[src/rtl/core/mnm_pkg.sv]
// Shared constants, codes and control/status bundles for the MIDI note merger.
package mnm_pkg;

	// Default sizes
	localparam int NUM_KEYS_DEF     = 128;
	localparam int NUM_CHANNELS_DEF = 16;

	// Event opcodes
	localparam logic [1:0] OP_NOTE_ON  = 2'd0;
	localparam logic [1:0] OP_NOTE_OFF = 2'd1;
	localparam logic [1:0] OP_CTRL     = 2'd2;

	// Result kinds
	localparam logic [1:0] KIND_NOTE_ON  = 2'd0;
	localparam logic [1:0] KIND_NOTE_OFF = 2'd1;
	localparam logic [1:0] KIND_GROUP    = 2'd2;

	// Sustain pedal controller and its press threshold
	localparam logic [6:0] PEDAL_CC        = 7'd64;
	localparam logic [6:0] PEDAL_THRESHOLD = 7'd64;

	// Base keys of the two group bitmaps
	localparam logic [6:0] GROUP_LO_BASE = 7'd0;
	localparam logic [6:0] GROUP_HI_BASE = 7'd64;

	// Commands from controller to datapath
	typedef struct packed {
		logic capture;
		logic sweep_start;
		logic sweep_rd;
		logic note_ex;
		logic pedal_set;
		logic pedal_clr;
		logic emit_lo;
		logic emit_hi;
	} cmd_t;

	// Status from datapath to controller
	typedef struct packed {
		logic note_ok;
		logic pedal_press;
		logic pedal_release;
		logic sweep_last;
	} status_t;

endpackage

[src/rtl/core/mnm_ctrl.sv]
// Controller state machine: sequences note updates, pedal sweeps and group output.
module mnm_ctrl (
	input  logic              clk,
	input  logic              arst_n,
	input  logic              start,
	output logic              busy,
	input  mnm_pkg::status_t  status,
	output mnm_pkg::cmd_t     cmd
);
	import mnm_pkg::*;

	typedef enum logic [5:0] {
		ST_IDLE    = 6'b000001,
		ST_NOTE_EX = 6'b000010,
		ST_SWEEP   = 6'b000100,
		ST_DRAIN   = 6'b001000,
		ST_EMIT_LO = 6'b010000,
		ST_EMIT_HI = 6'b100000
	} state_t;

	state_t state_q, state_d;

	assign busy = (state_q != ST_IDLE);

	// Decode state into commands and next state
	always_comb begin
		cmd     = '0;
		state_d = state_q;
		unique case (state_q)
			ST_IDLE: begin
				if (start) begin
					cmd.capture = 1'b1;
					if (status.note_ok) begin
						state_d = ST_NOTE_EX;
					end else if (status.pedal_press) begin
						cmd.pedal_set = 1'b1;
					end else if (status.pedal_release) begin
						cmd.pedal_clr   = 1'b1;
						cmd.sweep_start = 1'b1;
						state_d         = ST_SWEEP;
					end
				end
			end
			ST_NOTE_EX: begin
				cmd.note_ex = 1'b1;
				state_d     = ST_IDLE;
			end
			ST_SWEEP: begin
				cmd.sweep_rd = 1'b1;
				if (status.sweep_last) begin
					state_d = ST_DRAIN;
				end
			end
			ST_DRAIN: begin
				state_d = ST_EMIT_LO;
			end
			ST_EMIT_LO: begin
				cmd.emit_lo = 1'b1;
				state_d     = ST_EMIT_HI;
			end
			ST_EMIT_HI: begin
				cmd.emit_hi = 1'b1;
				state_d     = ST_IDLE;
			end
			default: begin
				state_d = ST_IDLE;
			end
		endcase
	end

	// Advance state
	always_ff @(posedge clk or negedge arst_n) begin
		if (!arst_n) begin
			state_q <= ST_IDLE;
		end else begin
			state_q <= state_d;
		end
	end

	a_note_goes_exec: assert property (@(posedge clk) disable iff (!arst_n)
		start && !busy && status.note_ok |=> state_q == ST_NOTE_EX)
		else $error("note beat did not enter execute state");

	a_sweep_holds: assert property (@(posedge clk) disable iff (!arst_n)
		state_q == ST_SWEEP && !status.sweep_last |=> state_q == ST_SWEEP)
		else $error("sweep left early");

	a_emit_hi_ends: assert property (@(posedge clk) disable iff (!arst_n)
		state_q == ST_EMIT_HI |=> state_q == ST_IDLE)
		else $error("group output did not return to idle");

endmodule

[config.mk]
export PLATFORM = sky130hd
export DESIGN_NAME = mnm_ctrl
export DESIGN_NICKNAME = d
export VERILOG_FILES = /design/src/rtl/core/mnm_pkg.sv /design/src/rtl/core/mnm_ctrl.sv
export SDC_FILE = /design/constraint.sdc
export NUM_CORES = 1
export LEC_CHECK = 0
export BUFFER_PORTS_ARGS = -buffer_cell sky130_fd_sc_hd__buf_2
export CAP_MARGIN = 20
export CORE_AREA = 2 2 39 41
export DETAILED_ROUTE_END_ITERATION = 10
export DIE_AREA = 0 0 41 43
export PLACE_DENSITY = 0.57
export SLEW_MARGIN = 20
export SYNTH_ARGS = -nofsm -noshare
export SYNTH_HDL_FRONTEND = slang
export SYNTH_SLANG_ARGS = --single-unit
[constraint.sdc]
create_clock -name clk -period 2.2 [get_ports clk]
set_clock_uncertainty 0.1 [all_clocks]
set_input_delay 0 -clock clk [delete_from_list [all_inputs] [get_ports clk]]
set_output_delay 0 -clock clk [all_outputs]
set_load 0.01 [all_outputs]
==> flow_summary.ini <==
[final_layout]
utilization_pct = 41.14
area.growth.synth_to_final_pct = 47.73
nFillCells = 143
top_register = state_q
largest_reg_flops = 6
final_common_cell = buf_2
fin_cells = 76
final_cell_mix = 15 x buf_2, 7 x dlygate4sd3_1, 5 x nor3b_1, 5 x dfrtp_1, 3 x clkbuf_4
largestRegisters = state_q (6)
final_area_um2 = 569.3
diodes = 0
layout-drive-gt1-share_pct = 43.33
fin_nets = 68

[timing]
timing.fmax_mhz = 509.7
setup_tns_ns = 0
fin_crit_sh_pct = 89.19
finalHoldWorstSlack_ns = 0.1431
slew_violations = 0
hold_violations = 0
setup_viol = 0
period_needed_ns = 1.962
max_slew.worst_pin.slew_ns = 0.2539
relSlewSlack_pct = 83.07
rsz0062_at_grt = false

[global_route]
grt_max_degree = 9
grt_pass1_vias = 336
grt_pass1_wl_um = 1290
grt_use_total_pct = 10.99
globalRouteOverflowTotal = 0
antenna_found_initial = 0

[route]
antenna_left = 0
drt-initial-drc-count = 4
firstDrtPassIters = 4
post_drt_via_cell_ratio = 4.908
routed_wl_um = 882
remaining_drc_errors = 0
wl_per_cell_um = 11.61
via_count = 373

[floorplanning]
dieArea_um2 = 1763
ios = 16
dieHeight_um = 43
core_area_um2 = 1384
die_w_um = 41
rows = 14
start_util_pct = 27.85

[logic_synthesis]
yosysUniqueCellTypes = 24
syn-cell-area_um2 = 385.4
synth_nets = 42
ys_warn_count = 0
yosysSeqAreaShare_pct = 39.29
syn_area_per_cell_um2 = 11.01
syn_inst = 35
ys_ff_latch = 6

[placed_design]
gp_congestion = 0.6588
dpl.hpwl_um = 647.6
place_inst = 65
numPortBuffers = 15
place_area_um2 = 473.0

[clock_tree]
cts_root_buf = clkbuf_4
cts_tree = built
cts_buffers = 3
clk-insertion-delay-late_ns = 0.25
h-tree-depth = 1
post_cts_resized = 0
clkSinkCount = 6
clockBufferDepth = 2
clk_pin_slew_ns = 0.05

[pwr]
switchingPower_uw = 76.88
power-per-cell-area_nw_per_um2 = 520.4
swShare_pct = 25.95
irDropWorstVdd_mv = 0.1932
comb_power_share_pct = 20.1
power_leakage_nw = 0.2762
power.internal_uw = 219.4
clockPowerShare_pct = 38.4
p_seq_share_pct = 41.4

[status]
status = finished, final reports clean

[critical_path]
critPathCaptureType = output pin
cp-start-kind = register
critPathKind = register to output pin
crit_arrival_ns = 1.86
crit_required_ns = 2.10
cp_max_fo = 7
reg2reg_slack_ns = 0.45

[job]
maxCapViolations = 0

[hold_path]
hold_path_class = input port to register
==> cell families (layout without fill, tap and decap cells) <==
group / Yosys count / after routing / synth area share, %
flip-flops: 6 / 6 / 39.29
buffers and inverters: 2 / 27 / 2.922
AO/OA/AOI/OAI: 5 / 5 / 8.439
XOR/XNOR: 1 / 1 / 2.273
AND/OR/NAND/NOR: 21 / 21 / 47.08
==> power groups by stage <==
stage          combinational, mW  sequential (mW)  clock [mW]
3_5_place_dp              0.0517            0.124           0
6_report                  0.0596            0.123       0.114
5_1_grt                   0.0654            0.124       0.123
2_1_floorplan             0.0329            0.122           0
4_1_cts                   0.0605            0.123       0.118
3_3_place_gp              0.0509            0.124           0
==> through the flow <==
step / power [mW] / setup WS, ns
floorplan: 0.1553 / 0.5139
global placement: 0.1752 / 0.5371
detailed placement: 0.1759 / 0.5140
CTS: 0.3013 / 0.2282
global route: 0.3116 / 0.1352
finish: 0.2963 / 0.2379
==> worst paths after layout <==
| kind | from | end | depth (start not counted) |
|---|---|---|---|
| max | state_q[5] | cmd[2] | 4 |
| min reg2reg | state_q[5] | state_q[5] | 1 |
| min in group asynchronous | arst_n | state_q[3] | 3 |
| max in group asynchronous | arst_n | state_q[5] | 4 |
| min | status[1] | state_q[0] | 4 |
| max reg2reg | state_q[0] | state_q[2] | 4 |
==> Yosys cell counts (all sizes together) <==
library cell	instances	area share, %
a21oi	1	1.3
and2	2	3.6
and2b	1	1.9
and3	1	1.9
and4b	2	5.2
buf	1	1.9
dfrtp	5	32
dfstp	1	6.8
inv	1	0.97
nand4b	1	2.3
nor2b	1	1.6
nor3	1	1.3
nor3b	7	18
o211ai	2	3.9
o21a	1	1.9
o21ai	1	1.3
or3b	1	2.3
or4	4	9.1
xor2	1	2.3
==> area by class of cell <==
class	instances	area (µm²)	share of cell area (%)
inverters	1	3.754	0.6593
repair buffers	22	145.1	25.49
flip-flops and latches	6	151.4	26.59
multi-input cells	27	222.7	39.12
well taps	16	20.02	3.516
clock buffers	4	26.28	4.615
==> metal layers <==
layer	vias up	part of all wire, %	track usage [%]	wire, µm
met3	0	5.3	6.283	47
met4	0	0	2.000	0
li1	185	-	-	-
met5	-	0	0	0
met2	9	51	17.50	446
met1	179	44	12.38	388
==> worst max-delay path, cell delays in order, from the launching register on <==
cell and delay, ns:
dfrtp_1 0.44, or4_4 0.57, nor3b_4 0.24, and4b_1 0.23, buf_2 0.13
==> timing repair <==
item / 4_1_cts / 5_1_grt
hold buffers: 7 / 0
setup buffers: 0 / 0
endpoints found under the setup margin: 0 / 0
hold endpoints to repair: 9 / 0
Note: power is estimated with default switching activity, not from simulation.
